<file path="src/hdl/fnp_pkg.sv">
package fnp_pkg;

    localparam int DEFAULT_MAX_DIGITS = 2;

    localparam logic [7:0] CHAR_DOT   = 8'h2E;
    localparam logic [7:0] CHAR_SLASH = 8'h2F;
    localparam logic [7:0] CHAR_TEE   = 8'h54;
    localparam logic [7:0] CHAR_ZERO  = 8'h30;
    localparam logic [7:0] CHAR_NINE  = 8'h39;
    localparam logic [7:0] CHAR_PLUS  = 8'h2B;
    localparam logic [7:0] CHAR_MINUS = 8'h2D;
    localparam logic [7:0] CHAR_SPACE = 8'h20;
    localparam logic [7:0] CHAR_TAB   = 8'h09;
    localparam logic [7:0] CHAR_CR    = 8'h0D;

    localparam logic [6:0] ACC_MAX = 7'd127;

    typedef struct packed {
        logic [7:0] char_code;
        logic       last_char;
    } t_in_item;

    typedef struct packed {
        logic       tool_found;
        logic [6:0] tool_number;
    } t_out_item;

endpackage

</file>
<file path="src/hdl/fnp_scan.sv">
module fnp_scan
    import fnp_pkg::*;
#(
    parameter int MAX_DIGITS = DEFAULT_MAX_DIGITS
) (
    input  logic      i_clk,
    input  logic      i_rst_n,
    input  logic      i_step,
    input  t_in_item  i_item,
    output t_out_item o_result
);

    localparam int LEN_W = $clog2(MAX_DIGITS + 3);
    localparam logic [LEN_W-1:0] LEN_CAP = LEN_W'(MAX_DIGITS + 2);
    localparam logic [LEN_W-1:0] LEN_MIN = LEN_W'(2);
    localparam logic [LEN_W-1:0] LEN_MAX = LEN_W'(MAX_DIGITS + 1);

    typedef enum logic [1:0] {
        PH_ZEROS,
        PH_SPACE,
        PH_DIGITS,
        PH_DONE
    } t_phase;

    logic             r_match, n_match;
    logic [6:0]       r_value, n_value;
    logic [LEN_W-1:0] r_len, n_len;
    logic             r_tee, n_tee;
    t_phase           r_phase, n_phase;
    logic             r_neg, n_neg;
    logic [6:0]       r_acc, n_acc;
    logic             r_rem, n_rem;

    logic [7:0]  c;
    logic        c_digit;
    logic        c_blank;
    logic [10:0] acc_sum;
    logic [6:0]  acc_sat;

    assign c       = i_item.char_code;
    assign c_digit = (c >= CHAR_ZERO) && (c <= CHAR_NINE);
    assign c_blank = (c == CHAR_SPACE) || ((c >= CHAR_TAB) && (c <= CHAR_CR));
    assign acc_sum = ({4'b0, r_acc} * 11'd10) + {7'b0, c[3:0]};
    assign acc_sat = (acc_sum > {4'b0, ACC_MAX}) ? ACC_MAX : acc_sum[6:0];

    always_comb begin
        n_match = r_match;
        n_value = r_value;
        n_len   = r_len;
        n_tee   = r_tee;
        n_phase = r_phase;
        n_neg   = r_neg;
        n_acc   = r_acc;
        n_rem   = r_rem;

        if (c == CHAR_SLASH) begin
            n_match = 1'b0;
            n_value = '0;
            n_len   = '0;
            n_tee   = 1'b0;
            n_phase = PH_ZEROS;
            n_neg   = 1'b0;
            n_acc   = '0;
            n_rem   = 1'b0;
        end else if (c == CHAR_DOT) begin
            if (!r_match && r_tee && (r_len >= LEN_MIN) && (r_len <= LEN_MAX) &&
                r_rem && !r_neg && (r_acc != '0)) begin
                n_match = 1'b1;
                n_value = r_acc;
            end
            n_len   = '0;
            n_tee   = 1'b0;
            n_phase = PH_ZEROS;
            n_neg   = 1'b0;
            n_acc   = '0;
            n_rem   = 1'b0;
        end else begin
            if (r_len == '0) begin
                n_tee = (c == CHAR_TEE);
            end else begin
                if ((r_phase == PH_ZEROS) && (c != CHAR_ZERO)) begin
                    n_rem = 1'b1;
                end
                if ((r_phase == PH_SPACE) ||
                    ((r_phase == PH_ZEROS) && (c != CHAR_ZERO))) begin
                    if (c_blank) begin
                        n_phase = PH_SPACE;
                    end else if ((c == CHAR_PLUS) || (c == CHAR_MINUS)) begin
                        n_neg   = (c == CHAR_MINUS);
                        n_phase = PH_DIGITS;
                    end else if (c_digit) begin
                        n_acc   = acc_sat;
                        n_phase = PH_DIGITS;
                    end else begin
                        n_phase = PH_DONE;
                    end
                end else if (r_phase == PH_DIGITS) begin
                    if (c_digit) begin
                        n_acc = acc_sat;
                    end else begin
                        n_phase = PH_DONE;
                    end
                end
            end
            if (r_len < LEN_CAP) begin
                n_len = r_len + LEN_W'(1);
            end
        end
    end

    assign o_result.tool_found  = n_match;
    assign o_result.tool_number = n_match ? n_value : 7'd0;

    always_ff @(posedge i_clk) begin
        if (!i_rst_n || (i_step && i_item.last_char)) begin
            r_match <= 1'b0;
            r_value <= '0;
            r_len   <= '0;
            r_tee   <= 1'b0;
            r_phase <= PH_ZEROS;
            r_neg   <= 1'b0;
            r_acc   <= '0;
            r_rem   <= 1'b0;
        end else if (i_step) begin
            r_match <= n_match;
            r_value <= n_value;
            r_len   <= n_len;
            r_tee   <= n_tee;
            r_phase <= n_phase;
            r_neg   <= n_neg;
            r_acc   <= n_acc;
            r_rem   <= n_rem;
        end
    end

endmodule

</file>
<file path="src/hdl/filename_tool_number_parser.sv">
// Each input transaction's character goes to the input register; for a last character, the scan result then
// loads into the result register, which raises o_out_valid.
// Throughput: one character per cycle; the input register feeds the segment scanner,
// whose single-pass update lands in the result register.
// A held result stalls the input only when the character in the input register is a last character.
// Reset (synchronous, active low) empties both registers and clears all scan state.
module filename_tool_number_parser
    import fnp_pkg::*;
#(
    parameter int MAX_DIGITS = DEFAULT_MAX_DIGITS
) (
    input  logic      i_clk,
    input  logic      i_rst_n,
    input  logic      i_in_valid,
    output logic      o_in_ready,
    input  t_in_item  i_in_data,
    output logic      o_out_valid,
    input  logic      i_out_ready,
    output t_out_item o_out_data
);

    logic      r_in_valid;
    t_in_item  r_in;
    logic      r_out_valid;
    t_out_item r_out;
    logic      advance;
    t_out_item scan_result;

    assign advance    = r_in_valid && (!r_in.last_char || !r_out_valid || i_out_ready);
    assign o_in_ready = !r_in_valid || advance;

    fnp_scan #(
        .MAX_DIGITS(MAX_DIGITS)
    ) u_scan (
        .i_clk    (i_clk),
        .i_rst_n  (i_rst_n),
        .i_step   (advance),
        .i_item   (r_in),
        .o_result (scan_result)
    );

    always_ff @(posedge i_clk) begin
        if (!i_rst_n) begin
            r_in_valid <= 1'b0;
        end else if (o_in_ready) begin
            r_in_valid <= i_in_valid;
        end
        if (o_in_ready && i_in_valid) begin
            r_in <= i_in_data;
        end
    end

    always_ff @(posedge i_clk) begin
        if (!i_rst_n) begin
            r_out_valid <= 1'b0;
        end else if (advance && r_in.last_char) begin
            r_out_valid <= 1'b1;
        end else if (i_out_ready) begin
            r_out_valid <= 1'b0;
        end
        if (advance && r_in.last_char) begin
            r_out <= scan_result;
        end
    end

    assign o_out_valid = r_out_valid;
    assign o_out_data  = r_out;

endmodule

</file>
<file path="config.mk">
export PLATFORM = sky130hd
export DESIGN_NAME = filename_tool_number_parser
export DESIGN_NICKNAME = d
export VERILOG_FILES = /design/src/hdl/fnp_pkg.sv /design/src/hdl/fnp_scan.sv /design/src/hdl/filename_tool_number_parser.sv
export SDC_FILE = /design/constraint.sdc
export NUM_CORES = 1
export LEC_CHECK = 0
export BUFFER_PORTS_ARGS = -buffer_cell sky130_fd_sc_hd__buf_4
export CAP_MARGIN = 0
export CORE_MARGIN = 4
export CORE_UTILIZATION = 45
export CTS_BUF_LIST = sky130_fd_sc_hd__clkbuf_4 sky130_fd_sc_hd__clkbuf_8
export CTS_CLUSTER_SIZE = 24
export DETAILED_ROUTE_END_ITERATION = 8
export SLEW_MARGIN = 10
export SYNTH_ARGS = -nofsm -noshare
export SYNTH_HDL_FRONTEND = slang
export SYNTH_HIERARCHICAL = 1
export SYNTH_SLANG_ARGS = --single-unit
</file>
<file path="constraint.sdc">
create_clock -name i_clk -period 3.25 [get_ports i_clk]
set_clock_uncertainty 0.2 [all_clocks]
set_input_delay 0.4875 -clock i_clk [delete_from_list [all_inputs] [get_ports i_clk]]
set_output_delay 0.4875 -clock i_clk [all_outputs]
set_load 0.005 [all_outputs]
</file>
# Yosys cells after proc, flatten, opt, wreduce, memory -nomap -nowiden
# Index checks and enable logic that the tools add are counted.
# word_totals
reg_bits	42
output_inout_bits	10
word_cells	122
# classes
addsub	2
mul	1
order_cmp	8
eq_ne	14
mux	42
n_reduce_logical	41
# ops
operator	n
$mux 7	12
$eq 8x6->1 const B	5
$mux 1	19
$mux 2	8
$reduce_bool 3->1	5
$logic_and 1x1->1	12
$add 11x4->11	1
$gt 11x7->1 const B	1
$mul 7x3->10 const B	1
$reduce_and 5->1	2
$mux 3	3
$eq 8x7->1 const B	1
$ge 8x4->1 const B	1
$ge 8x6->1 const B	1
$le 8x4->1 const B	1
$le 8x6->1 const B	1
$ne 4x4->1 const B	2
$ne 8x6->1 const B	1
$logic_or 1x1->1	7
$reduce_bool 7->1	1
$logic_not 1->1	6
$ne 4x2->1 const B	1
$reduce_and 2->1	2
$reduce_and 4->1	1
other kinds (13)	13

# Longest topological paths before layout
# Gate-level depths: netlist of run 1.
# logic_depth
ltp_word	11
mapped_depth	9
depth_no_buf	8

# Modules after synthesis
# The synthesis of run 1 kept the hierarchy.
# modules_own_cells
module	n_inst	cells_each	area_each_um2	seq_area_each_um2
fnp_scan	1	199	1729.2	460.4
filename_tool_number_parser	1	29	628.1	550.5

# Worst setup path after synthesis of run 1
# OpenSTA, ideal clock, no wires.
# synth_timing
kind	input to register
from	input i_out_ready
to	register u_scan.r_acc[0]
setup_ps	120
t_arrival_ps	2124
required_time_ps	2930
setup_slack_ps	805
stages	9
n_path_buf	2
cell_sequence	and2b_1 > a21boi_1 > clkbuf_1 > inv_1 > o31ai_4 > o21ba_4 > buf_6 > a211oi_2 > a21oi_1
# synth_via
elab_chain_cells	4
# synth_rtl
element	line_no	source
from (decl)	filename_tool_number_parser.sv:18	input logic i_out_ready,
$logic_or 1x1->1 *	filename_tool_number_parser.sv:29	assign advance = r_in_valid && (!r_in.last_char || !r_out_valid || i_out_ready);
$logic_and 1x1->1 *	filename_tool_number_parser.sv:29	
via advance	filename_tool_number_parser.sv:26	logic advance;
parallel branches: the longest is 2 deep, another holds $reduce_and 5->1	--	
to (signal assigned)	fnp_scan.sv:131	r_acc <= n_acc;
to (decl)	fnp_scan.sv:31	logic [6:0] r_acc, n_acc;
# Mark *: on every way through the listed nets, which the timed path passes.
# A chain may end at the register's enable or synchronous reset.

# Final worst setup path of run 1
# layout_timing
from	register u_scan.r_acc[1]
to	register u_scan.r_acc[2]
# layout_via
elab_chain_cells	11
# layout_rtl
element	line_no	source
$mul 7x3->10 *	fnp_scan.sv:43	assign acc_sum = ({4'b0, r_acc} * 11'd10) + {7'b0, c[3:0]};
$add 11x4->11 *	fnp_scan.sv:43	
$gt 11x7->1	fnp_scan.sv:44	assign acc_sat = (acc_sum > {4'b0, ACC_MAX}) ? ACC_MAX : acc_sum[6:0];
$mux 7 *	fnp_scan.sv:44	
$mux 7 *	fnp_scan.sv:91, fnp_scan.sv:98	
$mux 7	fnp_scan.sv:88	end else if ((c == CHAR_PLUS) || (c == CHAR_MINUS)) begin
$mux 7	fnp_scan.sv:86	if (c_blank) begin
$mux 7 *	fnp_scan.sv:84	if ((r_phase == PH_SPACE) ||
$mux 7 *	fnp_scan.sv:78	if (r_len == '0) begin
$mux 7 *	fnp_scan.sv:65	end else if (c == CHAR_DOT) begin
$mux 7 *	fnp_scan.sv:56	if (c == CHAR_SLASH) begin
# Every way passes the cells marked *; elsewhere a longest branch is shown, timed or not. The select of a mux whose other input is x is not followed.

==> results.yml, run 1 <==
outcome:
  status: "finished clean"
setup_path:
  slowest_stage: "dfxtp_1"
  crit_fanout: 8
  cp_num_buf_inv: 0
  crit_path_cell_trace: "ha_1 -> ha_1 -> fa_1 -> a21o_1 -> a21oi_1 -> o21ai_1 -> a211oi_1 -> a21oi_1"
  endpoint_kind: "register"
  arrival_ns: 2.72
  crit_type: "reg -> reg"
  required_ns: 3.23
  critPathMaxStageDelay_ns: 0.50
  cp-start-kind: "register"
  crit_family: "compound AO/OA/AOI/OAI gates"
place:
  gp_congestion: 0.807
  hpwl_mm: 3.58
  port_buffers: 22
  pre_cts_ws_ns: 0.581
synthesis:
  syn_area_mm2: 0.00236
  synth.top_cell.area_share_pct: 21.7
  async_flop_share_pct: 0
  syn_nets: 260
  netlist_instances: 228
  avgSynthCellArea_um2: 10.3
  ys_top_cells_by_area: "edfxtp_1 22%, dfxtp_1 21%, ha_1 9.0%"
  ys_ff_latch: 42
  synth.largest_area_cell: "edfxtp_1"
  ys_warn_count: 6
  synth_ff_type: "dfxtp_1"
  synth-edff-count: 17
  yosysSeqAreaShare_pct: 42.9
  synth_commonest_cells: "25 x dfxtp_1, 25 x nor2_1, 21 x a21oi_1"
  synth.distinct_cells: 52
global_route:
  grt_pass1_wl_mm: 8.29
  busiest_layer: "met2"
  use_met1_pct: 22.8
  grt_use_total_pct: 16.8
  antenna_found_initial: 0
  grt_pass1_vias: 1699
  met3_usage_pct: 4.04
  met2_usage_pct: 25.6
  grt.overflow.total: 0
  grt_max_degree: 14
power:
  leakage_nw: 1.13
  irDropWorstVdd_mv: 0.233
  power_density_mw_per_mm2: 399
floorplanning:
  num_rows: 26
  fp.dieH_um: 80.4
  core_mm2: 0.00511
  start_util_pct: 46.2
  die_w_um: 80.4
  io_pins: 23
  fp.dieArea_mm2: 0.00646
detailed_routing:
  routedWlPerCell_um: 15.1
  firstDrtPassIters: 4
  vias: 1777
  drtAntennaViolNets: 0
  drc_errors: 0
  drtIter0Drc: 103
  routed_wl_mm: 4.84
  vias_per_cell: 5.54
timing:
  final_min_period_over_clock_period_pct: 84.3
  worst_pin_slew_ns: 0.680
  max_freq_mhz: 365
  slew_headroom_pct: 54.4
  setup_viol: 0
  tns_ns: 0
  finalCriticalPeriod_ns: 2.74
  rsz0062_at_grt: "no"
  finalHoldViolations: 0
  setup_ws_ns: 0.510
  drv_slew: 0
clock_network:
  hold_buffers: 0
  clock_latency_ns: 0.30
  cts_tree: "yes"
  cts_resized: 0
  htree_levels: 2
  cts_sinks: 42
  cts_setup_buffers: 0
  cts_root_buf: "clkbuf_8"
  cts_buffer_depth: 2
  clk_pin_slew_ns: 0.08
  numCtsBuffers: 5
final_layout:
  area_delta_synth_final_pct: 13.8
  fin_nets: 282
  n_antenna_cell: 0
  layout-drive-gt1-share_pct: 16.7
min_path:
  hp-class: "in -> reg"
job:
  drv_cap: 0
==> path summary, 6_finish.rpt <==
path / to / startpoint / slack [ns] / cells after the start
setup / recovery: u_scan/r_acc[2] / u_scan/r_acc[1] / 0.51 / 8
hold / removal: r_in[1] / i_in_data[1] / 0.16 / 1
setup reg to reg: u_scan/r_acc[2] / u_scan/r_acc[1] / 0.51 / 8
hold reg to reg: u_scan/r_neg / u_scan/r_neg / 0.28 / 2
==> logic make-up (layout without fill, tap and decap cells) <==
| group | after synthesis | in the layout | share of synthesized area [%] |
|---|---|---|---|
| compound gates | 75 | 75 | 23.2 |
| xor+xnor | 7 | 7 | 2.60 |
| fa+ha+maj | 19 | 19 | 10.7 |
| buf+inv | 17 | 40 | 3.66 |
| flops | 42 | 42 | 42.9 |
| mux | 1 | 1 | 0.478 |
| simple gates | 67 | 67 | 16.4 |
==> where the power goes <==
group	internal, mW	switching [mW]
logic	0.0331	0.0378
clock network	0.247	0.176
registers	0.560	0.0163
==> layout by cell type, fill, tap and decap left out, types with 2 or more instances in the layout <==
cell / synthesis / layout
a211oi_1: 5 / 5
a211oi_2: 3 / 3
a21boi_1: 4 / 4
a21o_1: 3 / 3
a21oi_1: 21 / 21
a22o_1: 7 / 7
a22oi_1: 8 / 8
a31oi_1: 5 / 5
and2_1: 3 / 3
buf_4: 1 / 24
clkbuf_4: 0 / 2
clkbuf_8: 0 / 5
dfxtp_1: 25 / 25
edfxtp_1: 17 / 17
fa_1: 2 / 2
ha_1: 17 / 17
inv_1: 8 / 8
nand2_1: 13 / 13
nand4_1: 3 / 3
nor2_1: 25 / 25
nor2b_1: 3 / 3
nor3_1: 5 / 5
nor4_1: 2 / 2
nor4b_1: 2 / 2
o2111ai_1: 2 / 2
o21ai_0: 5 / 5
o21ai_1: 2 / 2
xnor2_1: 5 / 5
xor2_1: 2 / 2
==> cell type report <==
| type | instances | area [um^2] |
|---|---|---|
| fill | 475 | 2420 |
| multi-input combinational | 169 | 1260 |
| sequential | 42 | 1010 |
| timing repair buffer | 24 | 180 |
| tap | 70 | 87.6 |
| clock buffer | 7 | 83.8 |
| clock inverter | 1 | 30.0 |
| inverter | 8 | 30.0 |
==> flip-flops by register name, indices dropped and copies added (netlist names), 2 cells and up <==
signal	cells
o_out_data	8
r_in	9
u_scan/r_acc	7
u_scan/r_len	3
u_scan/r_phase	2
u_scan/r_value	7
==> routing by layer <==
metal,vias up,routed length (um)
li1,899,-
met3,6,175
met2,34,2160
met1,838,2420
met5,-,0
met4,0,86
==> worst reg2reg max path, cell delays in order (launching register included) <==
cell	delay [ns]
dfxtp_1	0.50
ha_1	0.29
ha_1	0.23
fa_1	0.43
a21o_1	0.18
a21oi_1	0.14
o21ai_1	0.20
a211oi_1	0.34
a21oi_1	0.12
==> metrics by stage <==
step | hold WS, ns | instance area, um^2 | util (%) | power, mW | std cells
floorplan | 0.232 | 2360 | - | 0.633 | 228
global placement | 0.263 | 2570 | 50.3 | 0.659 | 313
detailed placement | 0.266 | 2570 | 50.3 | 0.660 | 313
CTS | 0.150 | 2680 | 52.5 | 1.08 | 321
global route | 0.146 | 2680 | 52.5 | 1.12 | 321
finish | 0.162 | 2680 | 52.5 | 1.07 | 321
No activity file was read; power rests on OpenSTA's default activity.
==> run 2: changes to the inputs <==
Settings changed: ABC_AREA from default to 1, PLACE_DENSITY from default to 0.66.
Clock period 3.25 ns to 2.35 ns, I/O delays scaled along.
==> run 2 against run 1 <==
Against the previous run: flip-flop and latch count did not move; clock-buffer cell count fell by 2; die area rose by 7.9%.
==> results.yml, run 2 <==
final_layout:
  n_antenna_cell: 0
  fin_cells: 447
  regMostFlops: "r_in"
  layout-drive-gt1-share_pct: 20.0
  largest_reg_flops: 9
  final_cell_area_mm2: 0.00311
  fin_nets: 406
  final_common_cell: "nand2_1"
  area_delta_synth_final_pct: 21.2
  layout_common_cells: "78 x nand2_1, 50 x inv_1, 33 x buf_4"
  n_fill_cell: 522
min_path:
  hp-class: "in -> reg"
  min_to: "r_in[7]"
  hold_depth: 1
  min_from: "i_in_data[7]"
setup_path:
  r2r_end: "u_scan/r_acc[1]"
  crit_fanout: 7
  crit_type: "reg -> reg"
  endpoint_kind: "register"
  cp-start-kind: "register"
  required_ns: 2.34
  crit_path_frequent_cell: "nand2_2"
  crit_path_cell_trace: "ha_4 -> ha_4 -> fa_2 -> nand2_2 -> inv_2 -> nand2_2 -> nor2_4 -> nand2_2 -> nand2_4 -> nand4_1 -> nand2_1 -> a21oi_1"
  critPathMaxStageDelay_ns: 0.54
  arrival_ns: 2.31
  slowest_stage: "fa_2"
  rr_startpoint: "u_scan/r_acc[3]"
  worst-r2r-cell-count: 12
  r2r_setup_slack_ns: 0.03
synthesis:
  synth_top_family_by_area: "simple AND/OR/NAND/NOR gates"
  syn_nets: 371
  yosysMostFrequentCell: "nand2_1"
  synth.distinct_cells: 34
  synth-simple-area-share_pct: 32.0
  netlist_instances: 339
  avgSynthCellArea_um2: 7.57
  synth-edff-count: 17
  ys_ff_latch: 42
  synthMuxAreaShare_pct: 0
  synth.largest_area_cell: "edfxtp_1"
  ys_warn_count: 6
  synth-xor-area-share_pct: 1.37
  yosys.area_share.adder_pct: 9.85
  synth.top_cell.area_share_pct: 19.9
  synth_commonest_cells: "82 x nand2_1, 51 x inv_1, 27 x nand3_1"
  synth_compound_area_share_pct: 8.24
  async_flop_share_pct: 0
  yosysSeqAreaShare_pct: 39.4
  syn_area_mm2: 0.00256
  synth_ff_type: "dfxtp_1"
  ys_top_cells_by_area: "edfxtp_1 20%, dfxtp_1 20%, nand2_1 12%"
detailed_routing:
  drc_errors: 0
  routed_wl_mm: 5.27
  vias_per_cell: 5.02
  routedWlPerCell_um: 11.8
  drtAntennaViolNets: 0
  firstDrtPassIters: 4
  drtIter0Drc: 97
  vias: 2246
clock_network:
  cts_root_buf: "clkbuf_8"
  clk_pin_slew_ns: 0.09
  hold_buffers: 0
  clock_latency_ns: 0.30
  htree_levels: 2
  numCtsBuffers: 5
  cts_sinks: 42
  cts_tree: "yes"
  cts_buffer_depth: 2
place:
  gp_congestion: 0.845
  dp.cells: 438
  port_buffers: 22
  hpwl_mm: 3.92
  placed_area_mm2: 0.00288
floorplanning:
  start_util_pct: 46.6
  fp.dieArea_mm2: 0.00697
  fp.dieH_um: 83.5
  io_pins: 23
  core_mm2: 0.00551
  num_rows: 27
  die_w_um: 83.5
timing:
  drv_slew: 0
  finalCriticalPeriod_ns: 2.32
  worst_pin_slew_ns: 0.408
  final_min_period_over_clock_period_pct: 98.9
  finalHoldViolations: 0
  setup_viol: 0
  slew_headroom_pct: 72.5
  rsz0062_at_grt: "yes"
  max_freq_mhz: 430
global_route:
  grt_use_total_pct: 15.4
  grt_pass1_wl_mm: 8.97
  grt_max_degree: 19
  antenna_found_initial: 0
  grt_pass1_vias: 2106
  grt.overflow.total: 0
outcome:
  status: "finished clean"
job:
  drv_cap: 0
power:
  power_density_mw_per_mm2: 494
  leakage_nw: 1.41
  irDropWorstVdd_mv: 0.376
==> run 2: cells by family after synthesis <==
group           after synthesis
compound gates               40
xor+xnor                      4
fa+ha+maj                    19
buf+inv                      59
flops                        42
simple gates                175
==> run 2: metrics by stage <==
| stage | power [mW] | hold slack, ns | utilization, % | setup slack (ns) | TNS, ns |
|---|---|---|---|---|---|
| after floorplan | 0.915 | 0.244 | - | 0.00469 | 0 |
| after global placement | 0.958 | 0.259 | 52.3 | -0.0124 | -0.0126 |
| after detailed placement | 0.963 | 0.262 | 52.3 | -0.0368 | -0.134 |
| after CTS | 1.56 | 0.00937 | 55.2 | 0.00746 | 0 |
| after global routing | 1.61 | 0.00831 | 56.4 | -0.0670 | -0.375 |
| final | 1.54 | 0.0244 | 56.4 | 0.0261 | 0 |
==> run 2: cell type report <==
cell class | count | area, um^2 | share of cell area, %
inverters | 54 | 204 | 6.56
clock inverters | 3 | 48.8 | 1.57
clock buffers | 5 | 68.8 | 2.21
flip-flops and latches | 42 | 1020 | 32.8
well taps | 72 | 90.1 | 2.90
multi-input cells | 238 | 1430 | 46.0
repair buffers | 33 | 248 | 7.97
==> run 2: how the worst max path moves through the flow <==
| stage | slack, ns | to | start |
|---|---|---|---|
| after global placement | -0.01 | u_scan/r_acc[1] | u_scan/r_acc[1] |
| final | 0.03 | u_scan/r_acc[1] | u_scan/r_acc[3] |
| after global routing | -0.07 | u_scan/r_acc[1] | u_scan/r_acc[3] |
| after floorplan | 0.005 | u_scan/r_acc[1] | u_scan/r_acc[1] |
| after detailed placement | -0.04 | u_scan/r_acc[2] | u_scan/r_acc[1] |
| after CTS | 0.007 | u_scan/r_acc[1] | u_scan/r_acc[2] |
==> run 2: routing by layer <==
layer,vias up,track usage [%],wire length [um]
li1,1194,-,-
met1,1013,19.4,2430
met2,33,26.1,2570
met3,6,3.26,198
met4,0,5.41,68
met5,-,0,0
==> run 2: what timing repair did <==
action,CTS,global route
gates resized for setup,5,13
endpoints found under the setup margin,7,7
pin swaps,7,12
setup buffers,1,0
==> run 2: critical path, delay by kind of cell, from the launching register on <==
family / cells / cell delay [ns]
simple gates: 7 / 0.60
compound gates: 1 / 0.06
fa+ha+maj: 3 / 0.95
buf+inv: 1 / 0.06
flops: 1 / 0.35
==> run 2: power by group <==
part,internal [mW],leakage (nW),total [mW],switching (mW)
Clock,0.324,0.0563,0.593,0.270
Combinational,0.0560,0.985,0.138,0.0820
Sequential,0.785,0.366,0.805,0.0199
==> run 3: changes to the inputs <==
Settings changed: CAP_MARGIN 0 to default, PLACE_DENSITY 0.66 to 0.72.
==> run 3 against run 2 <==
Against the previous run: highest routed layer unchanged; combinational power barely moved; sequential power about the same; worst hold slack better by 0.0029 ns; sequential share of layout area is 0.32 points higher; fmax is 1.5% higher; global-route usage down 0.44 points; non-clock buffer count fell by 2; flip-flop and latch count did not move; first-iteration DRC count is 62% higher; via count rose by 1.5%; die area unchanged.
==> results.yml, run 3 (synthesis results as in run 2) <==
global_route:
  grt_pass1_wl_mm: 8.68
  grt_pass1_vias: 2044
  antenna_found_initial: 0
  grt.overflow.total: 0
  grt_use_total_pct: 15.0
  grt_max_degree: 17
place:
  gp_congestion: 0.811
  placed_area_mm2: 0.00287
  port_buffers: 22
  pre_cts_ws_ns: -0.0426
  hpwl_mm: 3.96
timing:
  finalCriticalPeriod_ns: 2.29
  worst_pin_slew_ns: 0.451
  drv_slew: 0
  setup_ws_ns: 0.0605
  slew_headroom_pct: 69.8
  final_min_period_over_clock_period_pct: 97.4
  finalHoldViolations: 0
  rsz0062_at_grt: "yes"
  hold-worst-slack_ns: 0.0273
  setup_viol: 0
  max_freq_mhz: 437
final_layout:
  regMostFlops: "r_in"
  utilization_pct: 55.8
  regArea_mm2: 0.00102
  n_fill_cell: 517
  fin_nets: 404
  final_common_cell: "nand2_1"
  largest_reg_flops: 9
  n_antenna_cell: 0
  layout-drive-gt1-share_pct: 20.1
  layout_common_cells: "78 x nand2_1, 50 x inv_1, 31 x buf_4"
  multi_input_area_mm2: 0.00144
  final_cell_area_mm2: 0.00307
  area_delta_synth_final_pct: 19.7
setup_path:
  arrival_ns: 2.27
  required_ns: 2.33
  cp_num_buf_inv: 1
  endpoint_kind: "register"
  crit_path_cell_trace: "ha_4 -> ha_4 -> fa_2 -> nand2_2 -> inv_2 -> nand2_2 -> nor2_4 -> nand2_2 -> nand2_4 -> nand4_1 -> nand2_1 -> a21oi_2"
  rr_startpoint: "u_scan/r_acc[3]"
  slowest_stage: "fa_2"
  cp-start-kind: "register"
  critPathMaxStageDelay_ns: 0.54
  startpoint: "u_scan/r_acc[3]"
  crit_family: "adder cells"
  crit_fanout: 7
  crit_type: "reg -> reg"
  crit_path_frequent_cell: "nand2_2"
clock_network:
  cts_sinks: 42
  cts_root_buf: "clkbuf_8"
  cts_buffer_depth: 2
  cts_tree: "yes"
  clk_pin_slew_ns: 0.08
  htree_levels: 2
  clock_latency_ns: 0.29
  numCtsBuffers: 5
outcome:
  status: "finished clean"
detailed_routing:
  drc_errors: 0
  met1Wirelength_mm: 2.31
  routed_wl_mm: 5.19
  routed.top_layer: "met4"
  wl_met2_mm: 2.63
  firstDrtPassIters: 4
  vias: 2280
  route.met3.wl_um: 194
  drtIter0Drc: 157
  vias_per_cell: 5.12
  routedWlPerCell_um: 11.7
  drtAntennaViolNets: 0
power:
  leakage_nw: 1.39
  power_density_mw_per_mm2: 460
  irDropWorstVdd_mv: 0.295
floorplanning:
  start_util_pct: 46.6
  fp.dieH_um: 83.5
  die_w_um: 83.5
  io_pins: 23
  core_mm2: 0.00551
  fp.dieArea_mm2: 0.00697
  num_rows: 27
job:
  drv_cap: 0
min_path:
  min_from: "i_in_data[6]"
  hp-class: "in -> reg"
-- run 3: changes by cell type in the layout (fill, tap and decap cells not counted), sizes merged --
| cell | change |
|---|---|
| buf | -2 |
| bufinv | -1 |
| clkbuf | +1 |
| clkinv | +2 |
| clkinvlp | -1 |
| inv | -1 |
-- run 3: final cells by class --
cell class | instances | share of cell area [%]
clock buffers | 6 | 2.49
clock inverters | 2 | 0.448
inverters | 54 | 6.64
multi-input cells | 238 | 46.8
flip-flops and latches | 42 | 33.1
well taps | 72 | 2.93
repair buffers | 31 | 7.58
-- run 3: worst paths after layout --
path	endpoint	slack, ns	cells after the start
worst min-delay path	r_in[6]	0.03	1
worst max-delay path	u_scan/r_acc[1]	0.06	12
worst min register to register	u_scan/r_rem	0.28	2
worst max register to register	u_scan/r_acc[1]	0.06	12
-- run 3: stage by stage --
stage | setup TNS, ns | std cells | power, mW
3_5_place_dp | -0.186 | 437 | 0.963
5_1_grt | -0.0869 | 445 | 1.49
2_1_floorplan | 0 | 339 | 0.915
3_3_place_gp | 0 | 437 | 0.958
4_1_cts | 0 | 445 | 1.43
6_report | 0 | 445 | 1.41
-- run 3: worst register-to-register path, cell delays in order, from the launching register on --
cell     delay, ns
dfxtp_2       0.34
ha_4          0.25
ha_4          0.16
fa_2          0.54
nand2_2       0.06
inv_2         0.05
nand2_2       0.06
nor2_4        0.12
nand2_2       0.08
nand2_4       0.10
nand4_1       0.08
nand2_1       0.09
a21oi_2       0.05
-- run 3: report_power, final --
group          leakage (nW)  switching (mW)  internal [mW]  total, mW
sequential            0.366          0.0196          0.786      0.806
clock                0.0486           0.245          0.221      0.466
combinational         0.975          0.0831         0.0562      0.139
-- run 3: what timing repair did --
| action | CTS | global route |
|---|---|---|
| pin swaps | 3 | 18 |
| hold buffers | 0 | 0 |
| setup endpoints to repair | 7 | 7 |
| buffers inserted | 0 | 0 |
| resized for setup | 6 | 13 |
-- run 3: layer usage --
metal  vias to the layer above  GRT usage, %
li1                       1185             -
met1                      1049          17.4
met2                        39          27.3
met3                         7          3.55
met4                         0          4.39
met5                         -             0
